<file path="config.mk">
export PLATFORM = sky130hd
export DESIGN_NAME = packet_header_length_parser
export DESIGN_NICKNAME = d
export VERILOG_FILES = /design/src/design/phlp_pkg.sv /design/src/design/packet_header_length_parser.sv
export SDC_FILE = /design/constraint.sdc
export NUM_CORES = 1
export LEC_CHECK = 0
export ABC_AREA = 1
export BUFFER_PORTS_ARGS = -buffer_cell sky130_fd_sc_hd__buf_2
export CORE_UTILIZATION = 40
export CTS_BUF_LIST = sky130_fd_sc_hd__clkbuf_2 sky130_fd_sc_hd__clkbuf_4 sky130_fd_sc_hd__clkbuf_8
export DETAILED_ROUTE_END_ITERATION = 10
export GPL_TIMING_DRIVEN = 0
export PLACE_DENSITY = 0.69
export SLEW_MARGIN = 20
export SYNTH_ARGS = -nofsm -noshare
export SYNTH_HDL_FRONTEND = slang
export SYNTH_SLANG_ARGS = --single-unit
</file>
<file path="constraint.sdc">
create_clock -name clk_i -period 6.1 [get_ports clk_i]
set_input_delay 0.61 -clock clk_i [delete_from_list [all_inputs] [get_ports clk_i]]
set_output_delay 0.61 -clock clk_i [all_outputs]
set_load 0.02 [all_outputs]
</file>
<file path="src/design/phlp_pkg.sv">
// Shared codes and constants of the packet header length parser.
package phlp_pkg;

  localparam logic [2:0] PhEth  = 3'd0;
  localparam logic [2:0] PhIpv4 = 3'd1;
  localparam logic [2:0] PhIpv6 = 3'd2;
  localparam logic [2:0] PhTcp  = 3'd3;
  localparam logic [2:0] PhDone = 3'd4;

  localparam logic [2:0] VerdictOk     = 3'd0;
  localparam logic [2:0] VerdictNotIp  = 3'd1;
  localparam logic [2:0] VerdictNotL4  = 3'd2;
  localparam logic [2:0] VerdictTrunc  = 3'd3;
  localparam logic [2:0] VerdictTags   = 3'd4;

  localparam logic [1:0] L3None = 2'd0;
  localparam logic [1:0] L3Ipv4 = 2'd1;
  localparam logic [1:0] L3Ipv6 = 2'd2;

  localparam logic [1:0] L4None = 2'd0;
  localparam logic [1:0] L4Tcp  = 2'd1;
  localparam logic [1:0] L4Udp  = 2'd2;

  localparam logic [15:0] EtypeVlan = 16'h8100;
  localparam logic [15:0] EtypeQinq = 16'h88A8;
  localparam logic [15:0] EtypeIpv4 = 16'h0800;
  localparam logic [15:0] EtypeIpv6 = 16'h86DD;

  localparam logic [7:0] ProtoTcp = 8'd6;
  localparam logic [7:0] ProtoUdp = 8'd17;

  localparam logic [4:0] EthHdrLen  = 5'd14;
  localparam logic [5:0] Ipv6HdrLen = 6'd40;
  localparam logic [5:0] UdpHdrLen  = 6'd8;

endpackage

</file>
<file path="src/design/packet_header_length_parser.sv">
// Top level: byte-serial Ethernet/VLAN/IPv4/IPv6/TCP/UDP header length parser.
// Takes one frame byte per cycle with no gaps required; a new byte is accepted
// in every cycle unless a finished result sits in the output register and
// out_ready_i is low. The per-byte work compares the byte offset against the
// field positions of the current phase, done between the parse state registers
// and the result register. The result appears on the cycle after the transfer
// of the frame's last byte, and the parser is back at its start state for the
// next frame at once. Byte offsets saturate at 2**OFFSET_BITS - 1.
module packet_header_length_parser
  import phlp_pkg::*;
#(
  parameter int MAX_TAGS    = 4,
  parameter int OFFSET_BITS = 11
) (
  input  logic       clk_i,
  input  logic       rst_ni,
  input  logic       in_valid_i,
  output logic       in_ready_o,
  input  logic [7:0] pkt_byte_i,
  input  logic       last_byte_i,
  output logic       out_valid_o,
  input  logic       out_ready_i,
  output logic [4:0] l2_length_o,
  output logic [5:0] l3_length_o,
  output logic [5:0] l4_length_o,
  output logic [1:0] l3_kind_o,
  output logic [1:0] l4_kind_o,
  output logic [2:0] verdict_o
);

  localparam int OW = OFFSET_BITS;
  localparam logic [OW-1:0] OffMax = {OW{1'b1}};

  logic [OW-1:0] off_q, off_d;
  logic [2:0]    phase_q, phase_d;
  logic [7:0]    prev_q;
  logic [2:0]    tag_q, tag_d;
  logic [4:0]    l2_q, l2_d;
  logic [5:0]    l3_q, l3_d;
  logic [5:0]    l4_q, l4_d;
  logic [1:0]    l3k_q, l3k_d;
  logic [1:0]    l4k_q, l4k_d;
  logic [2:0]    verd_q, verd_d;

  logic          out_valid_q;
  logic [4:0]    res_l2_q;
  logic [5:0]    res_l3_q, res_l4_q;
  logic [1:0]    res_l3k_q, res_l4k_q;
  logic [2:0]    res_verd_q;

  logic          accept;
  logic [15:0]   etype;
  logic [4:0]    tag4;
  logic [OW-1:0] base;
  logic [OW-1:0] pos_etype, pos_ihl, pos_proto, pos_nh, pos_tcp;

  assign in_ready_o = !out_valid_q || out_ready_i;
  assign accept     = in_valid_i && in_ready_o;
  assign etype      = {prev_q, pkt_byte_i};
  assign tag4       = {tag_q, 2'b00};
  assign base       = OW'(EthHdrLen) + OW'(tag4);
  assign pos_etype  = base - OW'(1);
  assign pos_ihl    = base;
  assign pos_proto  = base + OW'(9);
  assign pos_nh     = base + OW'(6);
  assign pos_tcp    = base + OW'(l3_q) + OW'(12);

  always_comb begin
    phase_d = phase_q;
    tag_d   = tag_q;
    l2_d    = l2_q;
    l3_d    = l3_q;
    l4_d    = l4_q;
    l3k_d   = l3k_q;
    l4k_d   = l4k_q;
    verd_d  = verd_q;
    off_d   = (off_q == OffMax) ? off_q : off_q + OW'(1);

    case (phase_q)
      PhEth: begin
        if (off_q == pos_etype) begin
          if (etype == EtypeVlan || etype == EtypeQinq) begin
            if (tag_q >= 3'(MAX_TAGS)) begin
              l3k_d   = L3None;
              l4k_d   = L4None;
              verd_d  = VerdictTags;
              phase_d = PhDone;
            end else begin
              tag_d = tag_q + 3'd1;
              l2_d  = EthHdrLen + {tag_d, 2'b00};
            end
          end else if (etype == EtypeIpv4) begin
            l3k_d   = L3Ipv4;
            l4k_d   = L4None;
            verd_d  = VerdictOk;
            phase_d = PhIpv4;
          end else if (etype == EtypeIpv6) begin
            l3_d    = Ipv6HdrLen;
            l3k_d   = L3Ipv6;
            l4k_d   = L4None;
            verd_d  = VerdictOk;
            phase_d = PhIpv6;
          end else begin
            l3k_d   = L3None;
            l4k_d   = L4None;
            verd_d  = VerdictNotIp;
            phase_d = PhDone;
          end
        end
      end
      PhIpv4, PhIpv6: begin
        if (phase_q == PhIpv4 && off_q == pos_ihl) begin
          l3_d = {pkt_byte_i[3:0], 2'b00};
        end else if ((phase_q == PhIpv4 && off_q == pos_proto) ||
                     (phase_q == PhIpv6 && off_q == pos_nh)) begin
          if (pkt_byte_i == ProtoTcp) begin
            l4k_d   = L4Tcp;
            verd_d  = VerdictOk;
            phase_d = PhTcp;
          end else if (pkt_byte_i == ProtoUdp) begin
            l4_d    = UdpHdrLen;
            l4k_d   = L4Udp;
            verd_d  = VerdictOk;
            phase_d = PhDone;
          end else begin
            l4_d    = '0;
            l4k_d   = L4None;
            verd_d  = VerdictNotL4;
            phase_d = PhDone;
          end
        end
      end
      PhTcp: begin
        if (off_q == pos_tcp) begin
          l4_d    = {pkt_byte_i[7:4], 2'b00};
          l4k_d   = L4Tcp;
          verd_d  = VerdictOk;
          phase_d = PhDone;
        end
      end
      default: ;
    endcase

    if (phase_d != PhDone) begin
      verd_d = last_byte_i ? VerdictTrunc : verd_d;
    end
  end

  always_ff @(posedge clk_i or negedge rst_ni) begin
    if (!rst_ni) begin
      off_q   <= '0;
      phase_q <= PhEth;
      prev_q  <= '0;
      tag_q   <= '0;
      l2_q    <= EthHdrLen;
      l3_q    <= '0;
      l4_q    <= '0;
      l3k_q   <= L3None;
      l4k_q   <= L4None;
      verd_q  <= VerdictOk;
    end else if (accept) begin
      if (last_byte_i) begin
        off_q   <= '0;
        phase_q <= PhEth;
        prev_q  <= '0;
        tag_q   <= '0;
        l2_q    <= EthHdrLen;
        l3_q    <= '0;
        l4_q    <= '0;
        l3k_q   <= L3None;
        l4k_q   <= L4None;
        verd_q  <= VerdictOk;
      end else begin
        off_q   <= off_d;
        phase_q <= phase_d;
        prev_q  <= pkt_byte_i;
        tag_q   <= tag_d;
        l2_q    <= l2_d;
        l3_q    <= l3_d;
        l4_q    <= l4_d;
        l3k_q   <= l3k_d;
        l4k_q   <= l4k_d;
        verd_q  <= verd_d;
      end
    end
  end

  always_ff @(posedge clk_i or negedge rst_ni) begin
    if (!rst_ni) begin
      out_valid_q <= 1'b0;
    end else if (accept && last_byte_i) begin
      out_valid_q <= 1'b1;
    end else if (out_ready_i) begin
      out_valid_q <= 1'b0;
    end
  end

  always_ff @(posedge clk_i) begin
    if (accept && last_byte_i) begin
      res_l2_q   <= l2_d;
      res_l3_q   <= l3_d;
      res_l4_q   <= l4_d;
      res_l3k_q  <= l3k_d;
      res_l4k_q  <= l4k_d;
      res_verd_q <= verd_d;
    end
  end

  assign out_valid_o = out_valid_q;
  assign l2_length_o = res_l2_q;
  assign l3_length_o = res_l3_q;
  assign l4_length_o = res_l4_q;
  assign l3_kind_o   = res_l3k_q;
  assign l4_kind_o   = res_l4k_q;
  assign verdict_o   = res_verd_q;

endmodule

</file>
Yosys cells after proc, flatten, opt, wreduce, memory -nomap -nowiden
Cells that the tools add are included.
Word-level totals
  register bits after elaboration: 74
  latch bits: 0
  bits in writable memories: 0
  bits in read-only memories: 0
  bits of input ports: 13
  output and inout port bits: 26
  logic and storage cells: 133
  memories kept: 0
Cells by class
  add/subtract/negate cells: 9
  $mul: 0
  div/mod/pow operators: 0
  $lt $le $gt $ge: 1
  equal/unequal tests: 18
  shift-type cells: 0
  multiplexer cells: 71
  bitwise logic cells: 0
  reductions and logical operators: 17
Operators with widths (number)
  $mux 3: 24
  $mux 6: 11
  $eq 16x16->1 const B: 3
  $mux 2: 18
  $mux 5: 5
  $pmux 6 s2: 2
  $eq 11x7->1: 2
  $mux 11: 2
  $pmux 3 s3: 2
  $eq 16x12->1 const B: 1
  $add 11x1->11 const B: 1
  $eq 11x11->1: 1
  $eq 11x11->1 const B: 1
  $eq 11x6->1: 1
  $eq 11x8->1: 1
  $add 7x4->8 const B: 1
  $eq 8x3->1 const B: 1
  $eq 8x5->1 const B: 1
  $mux 8: 1
  $reduce_bool 2->1: 4
  $add 6x3->7 const B: 1
  $add 6x4->7 const B: 1
  $add 6x6->7: 1
  $sub 6x1->7 const B: 1
  other kinds (18): 29

Longest topological paths before layout
Gate-level depths: netlist of run 1.
  depth after elaboration: 11
  depth in mapped cells: 22
  depth with buffers taken out: 22

Worst setup path after synthesis of run 1
OpenSTA, ideal clock, no wires.
  path kind: flip-flop to flip-flop
  from: register tag_q[0]
  to: register res_verd_q[0] (netlist: verdict_o[0]), data pin
  library setup time: 253 ps
  data arrival time: 2796 ps
  required time: 5847 ps
  setup slack: 3050 ps
  cell stages (with the launch flop): 22
  buffers on the path: 0
  period minus slack after synthesis: 3050 ps
  cell sequence: dfrtp_1 inv_2 ha_1 ha_1 inv_1 ha_1 ha_1 inv_1 nand2_1 nand2_1 nand2_1 nand3_1 nor2_1 nand2_1 nor2_1 nand2_1 nand2_1 nand3_1 nand2_1 nand3_1 nand2_1 nand2_1
On the way
  longest elaborated chain between the ends: 10
  elaborated cells on any way between the ends: 33
  classes of those cells: 6 x add/sub; 1 x order compare; 6 x eq/ne; 16 x mux; 4 x reduce/logical
Ends and longest elaborated chain
  start, declared: RTL line packet_header_length_parser.sv:37  | logic [2:0] tag_q, tag_d;
  start signal, assigned: RTL line packet_header_length_parser.sv:177  | tag_q <= tag_d;
  branches (longest 9 deep; another with $add 7x4->8)
  $mux 3 (*): RTL line packet_header_length_parser.sv:144  | if (phase_d != PhDone) begin
  named net verd_d[0]: RTL line packet_header_length_parser.sv:43  | logic [2:0] verd_q, verd_d;
  end signal, assigned: RTL line packet_header_length_parser.sv:205  | res_verd_q <= verd_d;
  end, declared: RTL line packet_header_length_parser.sv:49  | logic [2:0] res_verd_q;
Mark *: on every way through the listed nets, which the timed path passes.
A chain may end at the register's enable or synchronous reset.

Worst setup path after layout of run 1
  from: register tag_q[0]
  to: register res_verd_q[1] (netlist: verdict_o[1]), data pin
The elaborated chain is that of the path after synthesis.

==> flow_summary.ini, run 1 <==
[routing]
antenna_violating_nets_post_route = 0
drtPass1Iterations = 5
drc = 0
detailroute.via_count = 3761
drt-wirelength-per-cell_um = 14.46
finalWirelength_um = 10540
initialDrtViolationCount = 237
routed_via_density = 5.159

[synthesis]
synth.ff_latch_count = 74
yosys.area_share.xor_xnor = 0.01235
synthMuxAreaShare = 0
synth-compound-area-share = 0.09588
number_of_flops_mapped_to_enable_cells_by_yosys = 24
synthTopCellsByCount = nand2_1 (136), inv_1 (85), dfrtp_1 (47), nor2_1 (47), nand3_1 (44)
syn-cell-area_um2 = 4254
synth-main-ff-cell = dfrtp_1
main_combinational_cell_family_by_area_after_synthesis = simple AND/OR/NAND/NOR gates
share_of_flip_flops_with_an_asynchronous_set_or_reset_after_synthesis = 0.6757
synth.lib_cells_used.distinct = 41
synth_fp_nets = 567
synth_adder_area_share = 0.04882
post-synth-top-area-cell = dfrtp_1
synth_simple_gate_area_frac = 0.2885
synth_most_common_cell = nand2_1
yosysWarnings = 0
synth.avg_cell_area_um2 = 7.907
synth_top_cells_by_area = dfrtp_1 (28%), edfxtp_1 (17%), nand2_1 (12%)
synth-seq-area-share = 0.4644
synth_top_area_frac = 0.2765
post_synth_inst_count = 538

[cts]
cts_htree_levels = 3
tritoncts_clock_tree = done
clkTransAtPathRegs_ns = 0.08
numCtsBuffers = 9
resized_after_cts = 0
cts_root_buffer = clkbuf_8
cts_setup_buffers = 0
cts_hold_buf = 0
clk_latency_ns = 0.35
cts_num_sinks = 74
max-clock-path-buffers = 2

[sta]
final_critical_path_setup_slack_ns = 2.354
setup_violation_total_in_the_final_timing_report = 0
hold_slack_ns = 0.2744
min_period_over_period = 0.6141
slew-limit-headroom = 0.5432
setup_repair_after_global_routing_missed_its_margin = no
worst_clock_skew_ns = 0.01295
timing_max_transition_violations_final = 0
achievable-frequency_mhz = 266.9
tightest_slew_ns = 0.6851
final_period_minus_worst_setup_slack_ns = 3.746
setup_total_negative_slack_ns = 0
final-hold-violation-count = 0

[final_layout]
post-route-cell-area_um2 = 4893
post_route_cells_drive_above_1_share = 0.1417
nets = 617
layout.filler_cells = 1000
syn2layout_area_growth_pct = 15.03
finish.cell_count_without_fillers = 729
finished_core_util = 0.4740
antenna-diode-count = 0

[run_status]
run_status = complete, no violations

[setup_path]
chain_of_cells_forming_the_critical_path = inv_2 -> ha_1 -> inv_1 -> nand2_1 -> nand2_1 -> inv_1 -> fa_1 -> inv_1 -> nand2_1 -> nand2_1 -> nor2_1 -> nand3_1 -> nor2_1 -> nand2_1 -> nor2_1 -> nand2_1 -> nand2_1 -> nand3_1 -> nand2_1 -> nand3_1 -> nand2_1 -> nand2_1
setup.worst_path.start_class = flip-flop
worst-path-max-fanout = 7
slowest_delay_ns = 0.57
cell_repeated_most_along_the_worst_path = nand2_1
cpLargestDelayFamily = simple AND/OR/NAND/NOR gates
cp_data_required_time_ns = 6.21
reg2reg_setup_slack_ns = 2.35
cp_num_buf_inv = 4
timing.critical_path.to_type = flip-flop
critical_setup_path_class = flip-flop to flip-flop
timing.critical_path.slowest_stage_cell = fa_1
timing.critical_path.arrival_ns = 3.86

[global_route]
global_route_wire_length_before_repair_um = 17890
via_count_of_the_first_global_routing_pass = 3649
grt_use_total = 0.2069
globalRoute.totalOverflow = 0
grt_antenna_before_repair = 0
grt_max_degree = 51

[floorplan]
core.rowCount = 37
initial_utilization = 0.4121
chip_height_um = 105.1
core_um2 = 10320
dieWidth_um = 105.1
die_area_um2 = 11050
pin_count = 39

[placement]
routabilityCongestion = 0.9098
post_placement_cell_count = 713
post-dp-hpwl_um = 7969
pre_cts_ws_ns = 2.359
buffer_ports.inserted = 38
area_after_dpl_um2 = 4649

[pwr]
totalPowerFinal_mw = 1.136
ir_drop_uv = 141.2
power-per-cell-area_nw_per_um2 = 232.1
leakage_nw = 2.395

[flow_run]
maxCapViolCount = 0

[worst_hold_path]
holdCritPathClass = input pin to async pin
## placed cells by master, fill, tap and decap left out, drive strengths merged
cell type	netlist	layout
nor2	49	49
xor2	3	3
o21ai	20	20
edfxtp	24	24
a21oi	19	19
fa	1	1
nor3	17	17
o21bai	1	1
o211ai	3	3
o22ai	12	12
or2	2	2
o2111ai	1	1
a22o	4	4
clkbuf	4	14
nand4	19	19
o221a	1	1
xnor2	3	3
clkinv	1	3
nor4	1	1
dfrtp	47	47
a31oi	2	2
o21a	2	2
o31ai	1	1
nand2	140	140
ha	15	15
inv	89	90
buf	5	44
nand3	46	46
nand3b	2	2
dfstp	3	3
bufinv	0	3
o211a	1	1
## report_power, final
part / internal, mW / total, mW / switching [mW]
Combinational: 0.0392 / 0.124 / 0.0850
Clock: 0.278 / 0.465 / 0.187
Sequential: 0.530 / 0.547 / 0.0168
## path summary, 6_finish.rpt
check,depth (start not counted),from,end
setup / recovery,22,tag_q[0]$_DFFE_PN0P_,verdict_o[1]$_DFFE_PP_
hold / removal,1,rst_ni,l3_q[2]$_DFFE_PN0P_
setup reg to reg,22,tag_q[0]$_DFFE_PN0P_,verdict_o[1]$_DFFE_PP_
hold reg to reg,2,l2_q[1]$_DFFE_PN1P_,l2_q[1]$_DFFE_PN1P_
max in group asynchronous,1,rst_ni,tag_q[0]$_DFFE_PN0P_
min in group clk_i,2,l2_q[1]$_DFFE_PN1P_,l2_q[1]$_DFFE_PN1P_
## cell families after synthesis
logic type / count (synthesis)
buf+inv: 99
fa+ha+maj: 16
simple gates: 276
compound gates: 67
flops: 74
xor+xnor: 6
## worst register-to-register path, stage by stage (launching register included)
cell and delay, ns:
dfrtp_1 0.53, inv_2 0.10, ha_1 0.41, inv_1 0.19, nand2_1 0.07, nand2_1 0.09, inv_1 0.06, fa_1 0.57
inv_1 0.05, nand2_1 0.06, nand2_1 0.04, nor2_1 0.08, nand3_1 0.07, nor2_1 0.10, nand2_1 0.07, nor2_1 0.23
nand2_1 0.08, nand2_1 0.20, nand3_1 0.11, nand2_1 0.10, nand3_1 0.11, nand2_1 0.13, nand2_1 0.07
## area by class of cell
cell class / count / area (µm²) / area share
inverters: 90 / 337.8 / 0.06904
clock buffers: 10 / 131.4 / 0.02685
repair buffers: 39 / 220.2 / 0.04500
well taps: 136 / 170.2 / 0.03477
plain buffers: 9 / 45.04 / 0.009205
clock inverters: 6 / 112.6 / 0.02301
flip-flops and latches: 74 / 1976 / 0.4037
multi-input cells: 365 / 1901 / 0.3884
## state kept, by name, summed over array words and instances (netlist names), 2 cells and up
| name | flops |
|---|---|
| l3_length_o | 6 |
| l3_q | 6 |
| l2_length_o | 5 |
| phase_q | 3 |
| l3k_q | 2 |
| verd_q | 3 |
| prev_q | 8 |
| verdict_o | 3 |
| l2_q | 5 |
| tag_q | 3 |
| l4_q | 6 |
| l4_kind_o | 2 |
| off_q | 11 |
| l4k_q | 2 |
| l4_length_o | 6 |
| l3_kind_o | 2 |
## routing by layer
layer | wire length, µm | global-route usage | part of all wire | vias up
li1 | - | - | - | 1872
met1 | 4905 | 0.2789 | 0.47 | 1776
met2 | 4987 | 0.3439 | 0.47 | 98
met3 | 503 | 0.03182 | 0.048 | 15
met4 | 144 | 0.06036 | 0.014 | 0
met5 | 0 | 0 | 0 | -
No activity file was read; power rests on OpenSTA's default activity.
==> run 2, diff against run 1 <==
- PLACE_DENSITY: 0.69 -> 0.72
- clock period: 6.1 -> 3.1 ns (I/O delays scaled with it)
==> run 2 against run 1 <==
The flow now finishes with violations (negative hold slack). Clock power is 68% higher. Cell area up 5.5%. Clock skew shrank 0.0028 ns. Power grew 85%. Worst hold slack worse by 0.29 ns. Non-clock buffer count is 15 higher. Die area stayed put. Count of clock-buffer cells in the layout unchanged. First-iteration DRC count increased by 14%. Highest routed layer unchanged.
==> flow_summary.ini, run 2 (synthesis gave the netlist of run 1 again) <==
[floorplan]
die_area_um2 = 11050
pin_count = 39
core_um2 = 10320
chip_height_um = 105.1
dieWidth_um = 105.1
initial_utilization = 0.4121
core.rowCount = 37

[setup_path]
reg2reg_setup_slack_ns = 0.008
regToRegStartpoint = tag_q[0]$_DFFE_PN0P_
critPathLaunch = tag_q[0]$_DFFE_PN0P_
setup.worst_path.start_class = flip-flop
reg2regPathDepth = 22
reg2reg_to = verdict_o[2]$_DFFE_PP_
timing.critical_path.arrival_ns = 3.21
cp_data_required_time_ns = 3.22
worst-path-max-fanout = 5
timing.critical_path.to_type = flip-flop
critical_setup_path_class = flip-flop to flip-flop

[run_status]
failing_checks = negative hold slack
run_status = finished with violations

[cts]
tritoncts_clock_tree = done
clk_latency_ns = 0.36
cts_hold_buf = 0
cts_root_buffer = clkbuf_8
cts_htree_levels = 3
cts_num_sinks = 74
numCtsBuffers = 9
clkTransAtPathRegs_ns = 0.09
max-clock-path-buffers = 2

[routing]
drt-wirelength-per-cell_um = 15.17
routed_via_density = 5.290
drtPass1Iterations = 5
detailroute.via_count = 3936
initialDrtViolationCount = 271
drc = 0
finalWirelength_um = 11290
antenna_violating_nets_post_route = 0

[sta]
achievable-frequency_mhz = 323.4
worst_clock_skew_ns = 0.01012
setup_violation_total_in_the_final_timing_report = 0
final-hold-violation-count = 26
tightest_slew_ns = 0.6778
timing_max_transition_violations_final = 0
setup_repair_after_global_routing_missed_its_margin = yes
final_period_minus_worst_setup_slack_ns = 3.092
hold_slack_ns = -0.01746
slew-limit-headroom = 0.5481
min_period_over_period = 0.9975

[final_layout]
post_route_cells_drive_above_1_share = 0.2253
number_of_flip_flops_under_the_largest_register_name = 11
syn2layout_area_growth_pct = 21.41
biggestRegsByFlops = off_q (11), prev_q (8)
layout.cells.most_common_list = nand2_1 (126), inv_1 (79), dfrtp_1 (46)
nets = 632
post-route-cell-area_um2 = 5165
registers.top_by_ff_count = off_q
layout.filler_cells = 979
finished_core_util = 0.5003
antenna-diode-count = 0
layout_commonest_cell = nand2_1

[placement]
buffer_ports.inserted = 38
area_after_dpl_um2 = 4649
post-dp-hpwl_um = 8069
routabilityCongestion = 0.9107

[flow_run]
maxCapViolCount = 0

[pwr]
power-per-cell-area_nw_per_um2 = 407.9
totalPowerFinal_mw = 2.107
ir_drop_uv = 187.4
leakage_nw = 2.488

[global_route]
via_count_of_the_first_global_routing_pass = 3910
grt_antenna_before_repair = 0
grt.met1_usage = 0.2830
grt_busiest_layer = met2
global_route_wire_length_before_repair_um = 18910
grt_max_degree = 51
groute.layer.met2.usage = 0.3581
grt_use_total = 0.2183
groute.layer.met3.usage = 0.03618
globalRoute.totalOverflow = 0

[worst_hold_path]
holdCritPathClass = input pin to async pin
## run 2: power by group
part | internal, mW | switching (mW) | leakage, nW | total (mW)
Combinational | 0.0777 | 0.172 | 1.49 | 0.250
Clock | 0.384 | 0.397 | 0.100 | 0.781
Sequential | 1.04 | 0.0334 | 0.897 | 1.08
## run 2: per-stage QoR
stage,setup TNS (ns),cells,setup slack (ns)
finish,0,744,0.007792
global route,-1.706,744,-0.1605
CTS,0,742,0.009368
floorplan,0,538,0.05041
global placement,-13.04,712,-0.6496
detailed placement,-12.58,713,-0.6623
## run 2: final cells by class
class | count | area, µm² | area share
multi-input cells | 365 | 2087 | 0.4041
flip-flops and latches | 74 | 1977 | 0.3828
inverters | 90 | 345.3 | 0.06686
repair buffers | 54 | 344.1 | 0.06662
well taps | 136 | 170.2 | 0.03295
clock buffers | 10 | 131.4 | 0.02544
clock inverters | 6 | 65.06 | 0.01260
plain buffers | 9 | 45.04 | 0.008721
## run 2: what timing repair did
action                                  CTS  global route
buffers inserted                         13             2
gates resized for setup                  39            16
endpoints found under the hold margin     0             0
pin swaps                                14            15
endpoints found under the setup margin   25            22
## run 2: how the worst max path moves through the flow
stage / cells past startpoint / to
finish: 22 / verdict_o[2]$_DFFE_PP_
global route: 23 / verdict_o[0]$_DFFE_PP_
CTS: 22 / verdict_o[0]$_DFFE_PP_
detailed placement: 20 / l4_length_o[5]$_DFFE_PP_
global placement: 22 / verdict_o[0]$_DFFE_PP_
floorplan: 21 / verdict_o[0]$_DFFE_PP_
## run 2: worst max-delay path, stage by stage (launching register included)
cell,delay [ns]
dfrtp_2,0.43
buf_6,0.13
inv_6,0.06
ha_4,0.23
inv_4,0.07
nand2_2,0.04
nand2_2,0.08
inv_2,0.04
fa_1,0.53
inv_1,0.05
nand2_1,0.05
nand2_1,0.04
nor2_1,0.08
nand3_1,0.09
nor2_2,0.11
nand2_2,0.07
nor2_4,0.15
nand2_2,0.08
nand2_4,0.12
buf_6,0.12
nand3_2,0.06
a21oi_2,0.15
a21oi_1,0.06
## run 2: routing by layer
metal | vias up | wire length (µm)
met5 | - | 0
met4 | 0 | 342
met3 | 32 | 679
met2 | 124 | 5289
met1 | 1881 | 4973
li1 | 1899 | -
==> run 3, diff against run 2 <==
- PLACE_DENSITY: 0.72 -> not set
- PLACE_DENSITY_LB_ADDON: not set -> 0.1
==> run 3 against run 2 <==
The flow finishes with violations (negative hold slack, negative setup slack). Count of clock-buffer cells in the layout unchanged. Critical path type unchanged. Via count is 3.3% lower. Critical endpoint is now verdict_o[0]$_DFFE_PP_. Sequential share of layout area down 0.32 points. Largest power group unchanged. Die area unchanged.
==> flow_summary.ini, run 3 (synthesis gave the netlist of run 1 again) <==
[run_status]
run_status = finished with violations
failing_checks = negative hold slack, negative setup slack

[global_route]
grt_antenna_before_repair = 0
grt_use_total = 0.2178
grt_max_degree = 51
global_route_wire_length_before_repair_um = 18570
globalRoute.totalOverflow = 0
via_count_of_the_first_global_routing_pass = 3734

[final_layout]
biggestRegsByFlops = off_q (11), prev_q (8)
syn2layout_area_growth_pct = 22.44
antenna-diode-count = 0
number_of_flip_flops_under_the_largest_register_name = 11
post-route-cell-area_um2 = 5209
layout.cells.most_common_list = nand2_1 (125), inv_1 (77), dfrtp_1 (46)
registers.top_by_ff_count = off_q
finish.cell_count_without_fillers = 742
layout_commonest_cell = nand2_1
post_route_cells_drive_above_1_share = 0.2310
nets = 630

[floorplan]
initial_utilization = 0.4121
die_area_um2 = 11050
chip_height_um = 105.1
core.rowCount = 37
pin_count = 39
dieWidth_um = 105.1
core_um2 = 10320

[placement]
routabilityCongestion = 0.8788
buffer_ports.inserted = 38
area_after_dpl_um2 = 4649
post_placement_cell_count = 713
post-dp-hpwl_um = 8055
pre_cts_ws_ns = -0.7089

[routing]
finalWirelength_um = 11040
drtPass1Iterations = 4
initialDrtViolationCount = 185
antenna_violating_nets_post_route = 0
drt-wirelength-per-cell_um = 14.87
detailroute.via_count = 3805
routed_via_density = 5.128
drc = 0

[cts]
numCtsBuffers = 9
clk_latency_ns = 0.36
clkTransAtPathRegs_ns = 0.08
cts_num_sinks = 74
max-clock-path-buffers = 2
cts_htree_levels = 3
tritoncts_clock_tree = done
cts_root_buffer = clkbuf_8

[setup_path]
reg2reg_setup_slack_ns = -0.02
timing.critical_path.to_type = flip-flop
cp_data_required_time_ns = 3.21
setup.worst_path.start_class = flip-flop
timing.critical_path.arrival_ns = 3.24
critical_setup_path_class = flip-flop to flip-flop
worst-path-max-fanout = 5

[sta]
setup_repair_after_global_routing_missed_its_margin = yes
tightest_slew_ns = 0.7661
final_critical_path_setup_slack_ns = -0.02431
setup_violation_total_in_the_final_timing_report = 2
timing_max_transition_violations_final = 0
final-hold-violation-count = 18
worst_clock_skew_ns = 0.01322
achievable-frequency_mhz = 320.1
setup_total_negative_slack_ns = -0.03221
min_period_over_period = 1.008
hold_slack_ns = -0.02644
final_period_minus_worst_setup_slack_ns = 3.124
slew-limit-headroom = 0.4853

[worst_hold_path]
holdCritPathClass = input pin to async pin

[pwr]
ir_drop_uv = 179.0
power-per-cell-area_nw_per_um2 = 417.4
totalPowerFinal_mw = 2.174
leakage_nw = 2.502

[flow_run]
maxCapViolCount = 0
-- run 3: metal layers --
metal  global-route usage  wire length [µm]
met4              0.05131               138
met1               0.2971              5315
met5                    0                 0
met3              0.03618               387
met2               0.3614              5194
-- run 3: power breakdown --
group | internal [mW] | total (mW) | switching (mW)
combinational | 0.0788 | 0.248 | 0.169
clock | 0.467 | 0.851 | 0.384
sequential | 1.04 | 1.08 | 0.0329
-- run 3: worst paths after layout --
kind | from | end | cells after the start
worst min-delay path | rst_ni | l3_q[4]$_DFFE_PN0P_ | 1
worst min register to register | l2_q[1]$_DFFE_PN1P_ | l2_q[1]$_DFFE_PN1P_ | 2
max in group asynchronous | rst_ni | tag_q[0]$_DFFE_PN0P_ | 1
worst max register to register | tag_q[0]$_DFFE_PN0P_ | verdict_o[0]$_DFFE_PP_ | 21
worst max-delay path | tag_q[0]$_DFFE_PN0P_ | verdict_o[0]$_DFFE_PP_ | 21
min in group clk_i | out_ready_i | out_valid_o$_DFFE_PN0P_ | 4
-- run 3: cell type report --
cell class                      count  area [µm²]
Timing Repair Buffer               52       332.8
Tap cell                          136       170.2
Multi-Input combinational cell    365        2120
Clock inverter                      6       90.09
Sequential cell                    74        1977
Clock buffer                       10       131.4
Buffer                              9       45.04
Inverter                           90       342.8
Fill cell                        1007        5115
-- run 3: critical path, stage by stage, from the launching register on --
cell and delay, ns:
dfrtp_2 0.43, inv_4 0.08, ha_4 0.23, inv_4 0.09
nand2_2 0.05, nand2_2 0.08, inv_2 0.04, fa_1 0.57
inv_1 0.05, nand2_1 0.05, nand2_1 0.04, nor2_1 0.08
nand3_1 0.07, nor2_1 0.10, nand2_1 0.09, nor2_4 0.15
buf_4 0.14, nand3_4 0.10, nand4_1 0.17, nand3_2 0.11
nand2_2 0.08, nand2_1 0.06
-- run 3: timing repair --
item	4_1_cts	5_1_grt
pin swaps	15	13
buffers inserted	7	7
gates resized for setup	36	27
setup endpoints to repair	25	22
hold endpoints to repair	0	0
hold buffers	0	0
-- run 3: stage by stage --
step,hold slack [ns],util
2_1_floorplan,0.01441,-
3_3_place_gp,0.4577,0.4470
3_5_place_dp,0.4036,0.4504
4_1_cts,0.01666,0.4923
5_1_grt,0.04358,0.5045
6_report,-0.02644,0.5045
